**src/hdl/smt_pkg.sv**
```systemverilog
// sorted mark table package: payload structs, opcodes, controller/datapath interface
// no dependencies
package smt_pkg;

    localparam int TABLE_DEPTH_DEFAULT = 64;
    localparam logic [7:0] ANY_TYPE = 8'hFF;
    localparam logic [7:0] CLASS_MASK = 8'hF0;
    localparam logic [7:0] EXCL_RESET = 8'd16;

    localparam logic [3:0] OP_ADD = 4'd0;
    localparam logic [3:0] OP_DEL_POS = 4'd1;
    localparam logic [3:0] OP_DEL_TYPE = 4'd2;
    localparam logic [3:0] OP_DEL_WEAK = 4'd3;
    localparam logic [3:0] OP_DEL_SIDE = 4'd4;
    localparam logic [3:0] OP_CLEAR = 4'd5;
    localparam logic [3:0] OP_GET = 4'd6;
    localparam logic [3:0] OP_PREV = 4'd7;
    localparam logic [3:0] OP_NEXT = 4'd8;
    localparam logic [3:0] OP_AROUND = 4'd9;
    localparam logic [3:0] OP_COUNT = 4'd10;
    localparam logic [3:0] OP_COUNT_EXCL = 4'd11;

    localparam logic [1:0] ST_OK = 2'd0;
    localparam logic [1:0] ST_NOT_FOUND = 2'd1;
    localparam logic [1:0] ST_FULL = 2'd2;

    typedef struct packed {
        logic [3:0]  opcode;
        logic [23:0] position;
        logic [23:0] range_end;
        logic [23:0] window;
        logic [7:0]  mark_type;
        logic [7:0]  type_mask;
        logic        from_start;
        logic        in_broadcast;
    } in_item_t;

    typedef struct packed {
        logic [1:0]  status;
        logic        found;
        logic [23:0] found_position;
        logic [7:0]  found_type;
        logic        found_broadcast;
        logic [6:0]  count_value;
    } out_item_t;

    typedef struct packed {
        logic [23:0] pos;
        logic [7:0]  mtype;
        logic        bc;
    } entry_t;

    // controller to datapath
    typedef struct packed {
        logic load;     // capture input item, clear scan state
        logic rd_en;    // issue read at scan index
        logic finish;   // form result
    } dp_cmd_t;

    // datapath to controller
    typedef struct packed {
        logic scan_last; // scan index reached end of pass
        logic empty_pass; // no pass needed
    } dp_stat_t;

endpackage

```
**src/hdl/smt_ctrl.sv**
```systemverilog
// sorted mark table controller: sequences one scan pass per item
// depends on smt_pkg
module smt_ctrl (
    input  logic             aclk,
    input  logic             aresetn,
    input  logic             s_valid,
    output logic             s_ready,
    output logic             m_valid,
    input  logic             m_ready,
    output smt_pkg::dp_cmd_t cmd,
    input  smt_pkg::dp_stat_t stat
);
    localparam logic [1:0] S_IDLE = 2'd0;
    localparam logic [1:0] S_SCAN = 2'd1;
    localparam logic [1:0] S_LAST = 2'd2;
    localparam logic [1:0] S_DONE = 2'd3;

    logic [1:0] state_reg, state_next;
    logic       mvalid_reg, mvalid_next;

    assign s_ready = (state_reg == S_IDLE) && !mvalid_reg;
    assign m_valid = mvalid_reg;

    always_comb begin
        state_next = state_reg;
        mvalid_next = mvalid_reg;
        cmd = '0;
        if (mvalid_reg && m_ready) begin
            mvalid_next = 1'b0;
        end
        case (state_reg)
            S_IDLE: begin
                if (s_valid && s_ready) begin
                    cmd.load = 1'b1;
                    state_next = S_SCAN;
                end
            end
            S_SCAN: begin
                if (stat.empty_pass) begin
                    state_next = S_DONE;
                end else begin
                    cmd.rd_en = 1'b1;
                    if (stat.scan_last) begin
                        state_next = S_LAST;
                    end
                end
            end
            S_LAST: begin
                state_next = S_DONE;
            end
            S_DONE: begin
                cmd.finish = 1'b1;
                mvalid_next = 1'b1;
                state_next = S_IDLE;
            end
            default: state_next = S_IDLE;
        endcase
    end

    always_ff @(posedge aclk) begin
        if (!aresetn) begin
            state_reg <= S_IDLE;
            mvalid_reg <= 1'b0;
        end else begin
            state_reg <= state_next;
            mvalid_reg <= mvalid_next;
        end
    end

    assert property (@(posedge aclk) disable iff (!aresetn)
        cmd.finish |-> !mvalid_reg)
        else $error("result formed while previous still pending");
    assert property (@(posedge aclk) disable iff (!aresetn)
        cmd.load |=> !s_ready)
        else $error("accepting during scan");
    assert property (@(posedge aclk) disable iff (!aresetn)
        (state_reg == S_DONE) |=> m_valid)
        else $error("finished item not presented");
endmodule

```
**config.mk**
```make
export PLATFORM = sky130hd
export DESIGN_NAME = smt_ctrl
export DESIGN_NICKNAME = d
export VERILOG_FILES = /design/src/hdl/smt_pkg.sv /design/src/hdl/smt_ctrl.sv
export SDC_FILE = /design/constraint.sdc
export NUM_CORES = 1
export LEC_CHECK = 0
export BUFFER_PORTS_ARGS = -buffer_cell sky130_fd_sc_hd__buf_2
export CORE_AREA = 10 10 47 49
export CTS_CLUSTER_DIAMETER = 30
export DETAILED_ROUTE_END_ITERATION = 6
export DIE_AREA = 0 0 57 59
export SYNTH_ARGS = -nofsm -noshare
export SYNTH_HDL_FRONTEND = slang
export SYNTH_SLANG_ARGS = --single-unit
```
**constraint.sdc**
```tcl
create_clock -name aclk -period 1 [get_ports aclk]
set_input_delay 0.2 -clock aclk [delete_from_list [all_inputs] [get_ports aclk]]
set_output_delay 0.2 -clock aclk [all_outputs]
set_load 0.05 [all_outputs]
```
==> qor.csv, run 1 <==
stage;metric;value;unit
worst_setup_path;slowest_delay;0.34;ns
placed_design;hpwl;474;um
route;vias_per_cell;3.80;
hold_path;holdCritPathClass;in2reg;
route;drc;0;
synthesis;ys_seq_area_share;27.3;%
timing;hold_viol;0;
route;wl_per_cell;10.0;um
global_routing;first_global_vias;249;
worst_setup_path;crit_fanout;2;
pwr;pwr-share-seq;13.9;%
synthesis;synth.avg_cell_area;9.18;um^2
timing;max_freq;0.731;GHz
finish;drive_gt1_share;73.3;%
timing;timing.final.setup_violations;7;
synthesis;synth_fp_nets;33;
timing;setup_slack;-0.369;ns
global_routing;grt_use_total;3.63;%
clock_tree;cts-hold-fix-buffers;0;
timing;drv_slew;0;
clock_tree;cts_buffers;3;
synthesis;ys_types;16;
synthesis;ys_warn_count;0;
global_routing;grt_max_degree;5;
flow_run;drv_cap;0;
finish;largest_reg_flops;2;
placed_design;place_inst;53;
placed_design;postPlaceCellArea;343;um^2
worst_setup_path;crit_path_start_kind;flop;
pwr;max-vdd-ir-drop;1.07;mV
route;num_vias;232;
placed_design;portBuffers;10;
floorplan;core;1400;um^2
floorplan;fp.dieW;57;um
route;dr.pass1.iters;4;
pwr;netSwitchingFraction;42.6;%
clock_tree;clock_latency;0.23;ns
route;drtIter0Drc;3;
timing;fin_skew;0.00399;ns
global_routing;grt_overflow;0;
clock_tree;cts_tree;done;
floorplan;io_pins;11;
finish;final_cells;61;
worst_setup_path;arrival;1.17;ns
clock_tree;clock_path_buffers;2;
finish;syn2layout_area_growth;115;%
worst_setup_path;cp-end-kind;output port;
run_status;status;complete, but fails checks;
finish;fillers;153;
worst_setup_path;crit_type;reg2out;
pwr;switchingPower;0.686;mW
finish;finish.instance_area;473;um^2
synthesis;synth.ff_latch_count;3;
pwr;p_int;0.924;mW
route;wl;610;um
run_status;failed_checks;setup timing;
floorplan;die_y;59;um
global_routing;grt_pass1_wl;945;um
timing;worst_pin_slew;0.253;ns
global_routing;antenna_found_initial;0;
timing;rsz0062_at_grt;yes;
clock_tree;clock-sinks;3;
timing;slew_headroom;83.2;%
clock_tree;htree_levels;1;
worst_setup_path;crit_slowest_cell;dfxtp_2;
placed_design;gp_congestion;0.635;
floorplan;dieArea;3360;um^2
route;antenna_left;0;
pwr;p_comb_share;72.8;%
clock_tree;cts_root_buf;clkbuf_4;
timing;layout_min_cycle_time;1.37;ns
finish;finalNetCount;55;
worst_setup_path;cp_cell_sequence;inv_4 -> ha_4 -> nor2b_4 -> and2_4 -> buf_8;
floorplan;initial_utilization;15.7;%
floorplan;placementRows;14;
synthesis;synthCells;24;
finish;diodes;0;
clock_tree;clk_pin_slew;0.04;ns
worst_setup_path;cp_data_required_time;0.80;ns
timing;period_share;137;%
pwr;clkPwrFrac;13.2;%
synthesis;netlist_area;220;um^2
pwr;pwr_density_cell;3400;nW/um^2
pwr;p_leak;0.217;nW
-- Yosys cell counts (all sizes together) --
cell,number,area share (%)
a22oi,1,5.7
o21a,2,6.8
nand2b,1,2.8
nor2,1,1.7
dfxtp,3,27
and2b,1,4.0
mux2i,1,4.5
ha,3,17
a21o,1,3.4
nor2b,2,5.7
and2,2,5.7
inv,2,3.4
o221a,1,5.1
nand2,2,3.4
buf,1,3.4
-- cells in the final DEF, fill, tap and decap left out, types with 2 or more instances in the layout --
| cell type | netlist | layout |
|---|---|---|
| buf_6 | 0 | 5 |
| nand2_1 | 2 | 2 |
| clkbuf_4 | 0 | 3 |
| buf_2 | 0 | 6 |
| ha_4 | 0 | 3 |
| buf_8 | 0 | 2 |
| o21a_1 | 2 | 2 |
| buf_4 | 1 | 5 |
| dfxtp_4 | 0 | 2 |
-- path summary, 6_finish.rpt --
kind	slack, ns	to	start	cells after the start
hold reg to reg	0.64	m_valid	m_valid	2
setup / recovery	-0.37	cmd[2]	state_reg[1]	5
hold / removal	0.23	m_valid	aresetn	2
setup reg to reg	-0.22	state_reg[1]	state_reg[0]	5
-- power groups by stage --
stage / clock network (mW) / registers (mW) / logic (mW)
2_1_floorplan: 0 / 0.239 / 0.629
3_3_place_gp: 0 / 0.214 / 0.880
3_5_place_dp: 0 / 0.215 / 0.890
4_1_cts: 0.222 / 0.213 / 1.10
5_1_grt: 0.233 / 0.228 / 1.26
6_report: 0.213 / 0.224 / 1.17
-- per-stage QoR --
stage | util (%) | setup slack [ns] | TNS (ns) | hold slack, ns | power (mW)
6_report | 33.8 | -0.369 | -1.83 | 0.226 | 1.61
5_1_grt | 33.8 | -0.419 | -2.08 | 0.222 | 1.72
4_1_cts | 31.4 | -0.384 | -1.69 | 0.214 | 1.53
3_5_place_dp | 24.5 | -0.217 | -0.850 | 0.456 | 1.10
3_3_place_gp | 24.5 | -0.202 | -0.807 | 0.459 | 1.09
2_1_floorplan | - | -0.355 | -0.477 | 0.317 | 0.868
-- logic make-up after synthesis --
family                     Yosys count  synth area share [%]
muxes                                1                  4.55
buffers and inverters                3                  6.82
DFF                                  3                  27.3
and+or+nand+nor                      9                  23.3
adders and majority gates            3                  17.0
AOI/OAI and AO/OA                    5                  21.0
-- worst max-delay path: cells and delay by family (launching register included) --
| kind | cells | cell delay, ns |
|---|---|---|
| buf+inv | 2 | 0.19 |
| simple gates | 2 | 0.25 |
| flops | 1 | 0.34 |
| fa+ha+maj | 1 | 0.15 |
-- routing by layer --
metal / vias to the layer above / global-route usage [%] / share of wire (%)
met5: - / 0 / 0
met4: 0 / 3.02 / 0
met3: 0 / 2.79 / 11
met2: 9 / 5.58 / 54
met1: 103 / 3.09 / 35
li1: 120 / - / -
-- what timing repair did --
action                     in CTS  in global routing
setup buffers                   3                  3
pin swaps                       2                  4
gates resized for setup        13                  8
hold endpoints to repair        0                  0
setup endpoints to repair       7                  8
-- area by class of cell --
class | count | area (um^2) | share of cell area (%)
clock buffer | 4 | 26.3 | 5.56
inverter | 2 | 10.0 | 2.12
multi-input combinational | 18 | 194 | 41.0
sequential | 3 | 68.8 | 14.6
tap | 16 | 20.0 | 4.23
timing repair buffer | 18 | 154 | 32.5
Note: power is estimated with default switching activity, not from simulation.
==> inputs of run 2 (changes only) <==
--- a/config.mk
+++ b/config.mk
@@ -7,8 +7,11 @@
 export LEC_CHECK = 0
 export BUFFER_PORTS_ARGS = -buffer_cell sky130_fd_sc_hd__buf_2
+export CELL_PAD_IN_SITES_DETAIL_PLACEMENT = 0
+export CELL_PAD_IN_SITES_GLOBAL_PLACEMENT = 2
 export CORE_AREA = 10 10 47 49
 export CTS_CLUSTER_DIAMETER = 30
 export DETAILED_ROUTE_END_ITERATION = 6
 export DIE_AREA = 0 0 57 59
+export PLACE_DENSITY_LB_ADDON = 0.1
 export SYNTH_ARGS = -nofsm -noshare
 export SYNTH_HDL_FRONTEND = slang
==> constraint.sdc (replaced) <==
create_clock -name aclk -period 1 [get_ports aclk]
set_input_delay 0.05 -clock aclk [delete_from_list [all_inputs] [get_ports aclk]]
set_output_delay 0.05 -clock aclk [all_outputs]
set_load 0.05 [all_outputs]
==> run 2 against run 1 <==
Compared with the run above: the flow still finishes with violations (setup timing); count of clock-buffer cells in the layout unchanged; sequential share of layout area increased by 2.1 points; via count is 8.2% lower; cell count down 6.6%; non-clock buffer count down 4; sequential power hardly changed; wire length fell by 12%; critical endpoint unchanged; largest power group unchanged.
==> qor.csv, run 2 (synthesis results as in run 1) <==
stage;metric;value;unit;change
floorplan;placementRows;14;;unchanged
floorplan;initial_utilization;15.7;%;unchanged
finish;syn2layout_area_growth;88.1;%;
finish;final_cells;57;;-6.6%
worst_setup_path;cp_cell_sequence;inv_4 -> ha_4 -> nor2b_4 -> and2_4 -> buf_8;;
finish;finalNetCount;51;;-7.3%
global_routing;antenna_found_initial;0;;unchanged
pwr;netSwitchingFraction;44.3;%;+1.7 points
pwr;total_power;1.40;mW;-13%
floorplan;fp.dieW;57;um;unchanged
timing;layout_min_cycle_time;1.21;ns;-0.161 ns
route;drtIter0Drc;2;;-1
worst_setup_path;cp-end-kind;output port;;
placed_design;place_ws;-0.0859;ns;+0.131 ns
clock_tree;clock_latency;0.23;ns;about the same
pwr;p_leak;0.192;nW;-12%
route;wl_per_cell;9.46;um;-5.4%
pwr;clkPwrFrac;14.6;%;+1.4 points
pwr;pwr_density_cell;3390;nW/um^2;-0.34%
route;vias_per_cell;3.74;;-1.7%
pwr;p_comb_share;69.4;%;-3.4 points
worst_setup_path;crit_path_start_kind;flop;;
flow_run;drv_cap;0;;unchanged
clock_tree;cts-hold-fix-buffers;0;;unchanged
worst_setup_path;cp_data_required_time;0.95;ns;+0.15 ns
timing;worst_pin_slew;0.253;ns;+0.0000802 ns
clock_tree;cts_tree;done;;
clock_tree;htree_levels;1;;unchanged
finish;fillers;156;;+2.0%
route;num_vias;213;;-8.2%
finish;layout_commonest_cell;buf_2;;
timing;setup_slack;-0.207;ns;+0.161 ns
route;dr.pass1.iters;2;;-2
timing;hold_viol;0;;unchanged
timing;whs;0.0715;ns;-0.154 ns
timing;timing.final.setup_violations;6;;-1
finish;final_cell_mix;buf_2 (7), buf_4 (4), clkbuf_4 (3);;
timing;setup_tns;-0.874;ns;+0.956 ns
global_routing;grt_max_degree;5;;unchanged
pwr;max-vdd-ir-drop;1.05;mV;-1.6%
clock_tree;cts_root_buf;clkbuf_4;;
worst_setup_path;crit_type;reg2out;;
floorplan;die_y;59;um;unchanged
worst_setup_path;slowest_delay;0.36;ns;+0.02 ns
floorplan;io_pins;11;;unchanged
global_routing;grt_overflow;0;;unchanged
placed_design;hpwl;488;um;+2.9%
placed_design;portBuffers;10;;unchanged
route;drc;0;;unchanged
clock_tree;clock-sinks;3;;unchanged
finish;finish.instance_area;414;um^2;-12%
worst_setup_path;crit_slowest_cell;dfxtp_4;;
timing;slew_headroom;83.2;%;about the same
global_routing;first_global_vias;209;;-16%
clock_tree;cts_buffers;3;;unchanged
worst_setup_path;arrival;1.16;ns;about the same
worst_setup_path;crit_buf_inv;2;;unchanged
floorplan;dieArea;3360;um^2;unchanged
worst_setup_path;crit_fanout;4;;+2
route;antenna_left;0;;unchanged
timing;max_freq;0.828;GHz;+13%
finish;largest_reg_flops;2;;unchanged
placed_design;postPlaceCellArea;327;um^2;-4.7%
hold_path;holdCritPathClass;in2reg;;
timing;period_share;121;%;-16 points
placed_design;gp_congestion;0.645;;+1.6%
pwr;switchingPower;0.622;mW;-9.3%
worst_setup_path;crit_family;flip-flops;;
finish;drive_gt1_share;70.7;%;-2.6 points
clock_tree;clock_path_buffers;2;;unchanged
finish;final_util;29.6;%;-4.2 points
timing;drv_slew;0;;unchanged
global_routing;grt_pass1_wl;883;um;-6.6%
pwr;p_int;0.783;mW;-15%
floorplan;core;1400;um^2;unchanged
placed_design;place_inst;51;;-3.8%
route;wl;539;um;-12%
clock_tree;clk_pin_slew;0.03;ns;about the same
run_status;status;complete, but fails checks;;
pwr;pwr-share-seq;15.9;%;+2.0 points
global_routing;grt_use_total;3.49;%;-0.14 points
finish;diodes;0;;unchanged
timing;fin_skew;0.00177;ns;-0.00223 ns
timing;rsz0062_at_grt;yes;;
run_status;failed_checks;setup timing;;
## run 2: per-layer routing
| metal | share of wire (%) | vias to the layer above | GRT usage [%] | routed length, um |
|---|---|---|---|---|
| met5 | 0 | - | 0 | 0 |
| met4 | 0 | 0 | 4.03 | 0 |
| met3 | 8.7 | 0 | 1.72 | 47 |
| met2 | 51 | 5 | 4.96 | 275 |
| met1 | 40 | 93 | 3.43 | 216 |
| li1 | - | 115 | - | - |
## run 2: final cells by class
| type | count | area, um^2 | area share, % |
|---|---|---|---|
| Tap cell | 16 | 20.0 | 4.83 |
| Clock buffer | 4 | 26.3 | 6.34 |
| Timing Repair Buffer | 14 | 106 | 25.7 |
| Multi-Input combinational cell | 18 | 183 | 44.1 |
| Sequential cell | 3 | 68.8 | 16.6 |
| Inverter | 2 | 10.0 | 2.42 |
## run 2: power by group through the flow
stage	logic, mW	clock network (mW)	registers (mW)
2_1_floorplan	0.621	0	0.239
5_1_grt	1.05	0.235	0.233
3_5_place_dp	0.836	0	0.214
4_1_cts	0.983	0.220	0.212
6_report	0.976	0.205	0.224
3_3_place_gp	0.850	0	0.214
## run 2: worst paths after layout
path / from / end / slack [ns] / cells after the start
hold / removal: aresetn / m_valid / 0.07 / 2
setup reg to reg: state_reg[0] / state_reg[0] / -0.12 / 5
hold reg to reg: state_reg[1] / state_reg[1] / 0.61 / 3
setup / recovery: state_reg[0] / cmd[2] / -0.21 / 5
## run 2: repair_timing
| action | CTS | global route |
|---|---|---|
| gates resized for setup | 10 | 3 |
| pin swaps | 2 | 1 |
| buffers inserted | 2 | 0 |
| setup endpoints to repair | 6 | 6 |
==> inputs of run 3 (changes only) <==
- RECOVER_POWER: default -> 50
- clock period: 1 -> 1.25 ns (I/O delays scaled with it)
==> run 3 against run 2 <==
Compared with the run above: the flow now finishes without violations; combinational power fell by 28%; core utilization fell by 2.9 points; sequential share of layout area is 1.1 points higher; cell count is 3.5% lower; highest routed layer unchanged; critical endpoint unchanged; hold slack better by 0.020 ns; first-iteration DRC count decreased by 50%; critical path type unchanged; sequential power is 14% lower.
==> qor.csv, run 3 (synthesis results as in run 1) <==
stage;metric;value;unit;change
run_status;status;finished, final reports clean;;
floorplan;dieArea;3360;um^2;unchanged
pwr;p_comb_share;66.2;%;-3.2 points
pwr;clkPwrFrac;15.6;%;+1.0 points
pwr;total_power;1.06;mW;-25%
route;drtIter0Drc;1;;-1
clock_tree;cts-hold-fix-buffers;0;;unchanged
finish;finalNetCount;49;;-3.9%
route;wl_per_cell;10.3;um;+9.0%
global_routing;grt_pass1_wl;1010;um;+15%
pwr;pwr_density_cell;2820;nW/um^2;-17%
worst_setup_path;crit_type;reg2out;;
clock_tree;clk_pin_slew;0.03;ns;about the same
pwr;max-vdd-ir-drop;0.839;mV;-20%
placed_design;postPlaceCellArea;299;um^2;-8.4%
finish;final_util;26.7;%;-2.9 points
timing;slew_headroom;83.2;%;about the same
pwr;switchingPower;0.479;mW;-23%
worst_setup_path;rr_startpoint;state_reg[0];;
finish;drive_gt1_share;66.7;%;-4.1 points
timing;rsz0062_at_grt;yes;;
pwr;netSwitchingFraction;45.4;%;+1.1 points
hold_path;holdCritPathClass;in2reg;;
finish;largest_reg_flops;2;;unchanged
timing;max_freq;0.806;GHz;
finish;syn2layout_area_growth;69.9;%;
floorplan;fp.dieW;57;um;unchanged
pwr;p_int;0.577;mW;-26%
clock_tree;clock-sinks;3;;unchanged
worst_setup_path;rr_worst_depth;5;;unchanged
clock_tree;cts_root_buf;clkbuf_4;;
finish;finish.instance_area;374;um^2;-9.7%
global_routing;grt_overflow;0;;unchanged
timing;fin_skew;0.000859;ns;-0.000907 ns
worst_setup_path;crit_path_start_kind;flop;;
worst_setup_path;cp_data_required_time;1.19;ns;+0.24 ns
floorplan;initial_utilization;15.7;%;unchanged
route;vias_per_cell;3.65;;-2.2%
worst_setup_path;regToRegEndpoint;state_reg[1];;
timing;timing.final.setup_violations;0;;-6
worst_setup_path;cp-end-kind;output port;;
pwr;pwr-share-seq;18.3;%;+2.4 points
route;antenna_left;0;;unchanged
hold_path;worstHoldPathCells;2;;unchanged
clock_tree;htree_levels;1;;unchanged
timing;period_share;99.2;%;
route;wl;567;um;+5.2%
clock_tree;cts_tree;done;;
global_routing;antenna_found_initial;0;;unchanged
worst_setup_path;crit_fanout;4;;unchanged
global_routing;grt_max_degree;5;;unchanged
hold_path;min_from;aresetn;;
pwr;p_leak;0.181;nW;-5.3%
timing;hold_viol;0;;unchanged
clock_tree;clock_path_buffers;2;;unchanged
timing;layout_min_cycle_time;1.24;ns;
finish;final_cell_mix;buf_2 (8), clkbuf_4 (3);;
worst_setup_path;regToRegSetupSlack;0.09;ns;+0.21 ns
clock_tree;cts_buffers;3;;unchanged
route;num_vias;201;;-5.6%
floorplan;placementRows;14;;unchanged
finish;diodes;0;;unchanged
worst_setup_path;arrival;1.18;ns;+0.02 ns
floorplan;die_y;59;um;unchanged
finish;fillers;169;;+8.3%
placed_design;gp_congestion;0.656;;+1.6%
clock_tree;clock_latency;0.23;ns;about the same
timing;whs;0.0913;ns;+0.0197 ns
placed_design;hpwl;496;um;+1.7%
floorplan;core;1400;um^2;unchanged
flow_run;drv_cap;0;;unchanged
timing;drv_slew;0;;unchanged
global_routing;grt_use_total;3.98;%;+0.48 points
hold_path;min_to;m_valid;;
timing;setup_tns;0;ns;+0.874 ns
finish;layout_commonest_cell;buf_2;;
placed_design;portBuffers;10;;unchanged
global_routing;first_global_vias;226;;+8.1%
route;dr.pass1.iters;2;;unchanged
floorplan;io_pins;11;;unchanged
route;drc;0;;unchanged
timing;worst_pin_slew;0.254;ns;+0.0000985 ns
-- run 3: cell count changes in the layout (fill, tap and decap cells not counted) --
cell,change
ha_1,+1
buf_4,-2
dfxtp_2,+1
buf_2,+1
dfxtp_4,-1
ha_4,-1
buf_8,-1
-- run 3: power groups by stage --
| stage | logic (mW) | clock network [mW] | registers (mW) |
|---|---|---|---|
| after floorplan | 0.467 | 0 | 0.191 |
| after global placement | 0.582 | 0 | 0.184 |
| after detailed placement | 0.582 | 0 | 0.188 |
| after CTS | 0.718 | 0.172 | 0.194 |
| after global routing | 0.757 | 0.189 | 0.199 |
| final | 0.699 | 0.165 | 0.193 |
-- run 3: worst max-delay path by stage --
stage / startpoint / endpoint / slack, ns / cells after the start
2_1_floorplan: state_reg[0] / cmd[2] / -0.004 / 4
3_3_place_gp: state_reg[0] / cmd[2] / 0.08 / 5
3_5_place_dp: state_reg[0] / cmd[2] / 0.07 / 5
4_1_cts: state_reg[0] / cmd[2] / -0.009 / 5
5_1_grt: state_reg[0] / cmd[2] / -0.05 / 5
6_report: state_reg[0] / cmd[2] / 0.01 / 5
-- run 3: per-stage QoR --
| stage | std cells | worst slack (ns) |
|---|---|---|
| final | 55 | 0.00965 |
| after global routing | 55 | -0.0487 |
| after CTS | 55 | -0.00856 |
| after detailed placement | 49 | 0.0709 |
| after global placement | 49 | 0.0775 |
| after floorplan | 24 | -0.00398 |
-- run 3: final cells by class --
class / instances / area, um^2 / area share (%)
multi-input cells: 18 / 170 / 45.5
repair buffers: 12 / 81.3 / 21.7
flip-flops and latches: 3 / 66.3 / 17.7
well taps: 16 / 20.0 / 5.35
inverters: 2 / 10.0 / 2.68
clock buffers: 4 / 26.3 / 7.02
-- run 3: worst max-delay path: stages, from the launching register on --
cell and delay, ns:
dfxtp_4 0.37, inv_4 0.04, ha_4 0.15, nor2b_4 0.12, and2_4 0.13, buf_8 0.14
-- run 3: timing repair --
action / CTS / global route
gates cloned: 0 / 0
buffers inserted: 2 / 0
resized for setup: 9 / 0
endpoints found under the setup margin: 3 / 3
pin swaps: 1 / 0
-- run 3: per-layer routing --
| metal | global-route usage, % | vias to the layer above | share of wire, % |
|---|---|---|---|
| li1 | - | 109 | - |
| met3 | 2.79 | 0 | 8.5 |
| met2 | 5.74 | 5 | 53 |
| met4 | 3.02 | 0 | 0 |
| met1 | 3.92 | 87 | 38 |
| met5 | 0 | - | 0 |
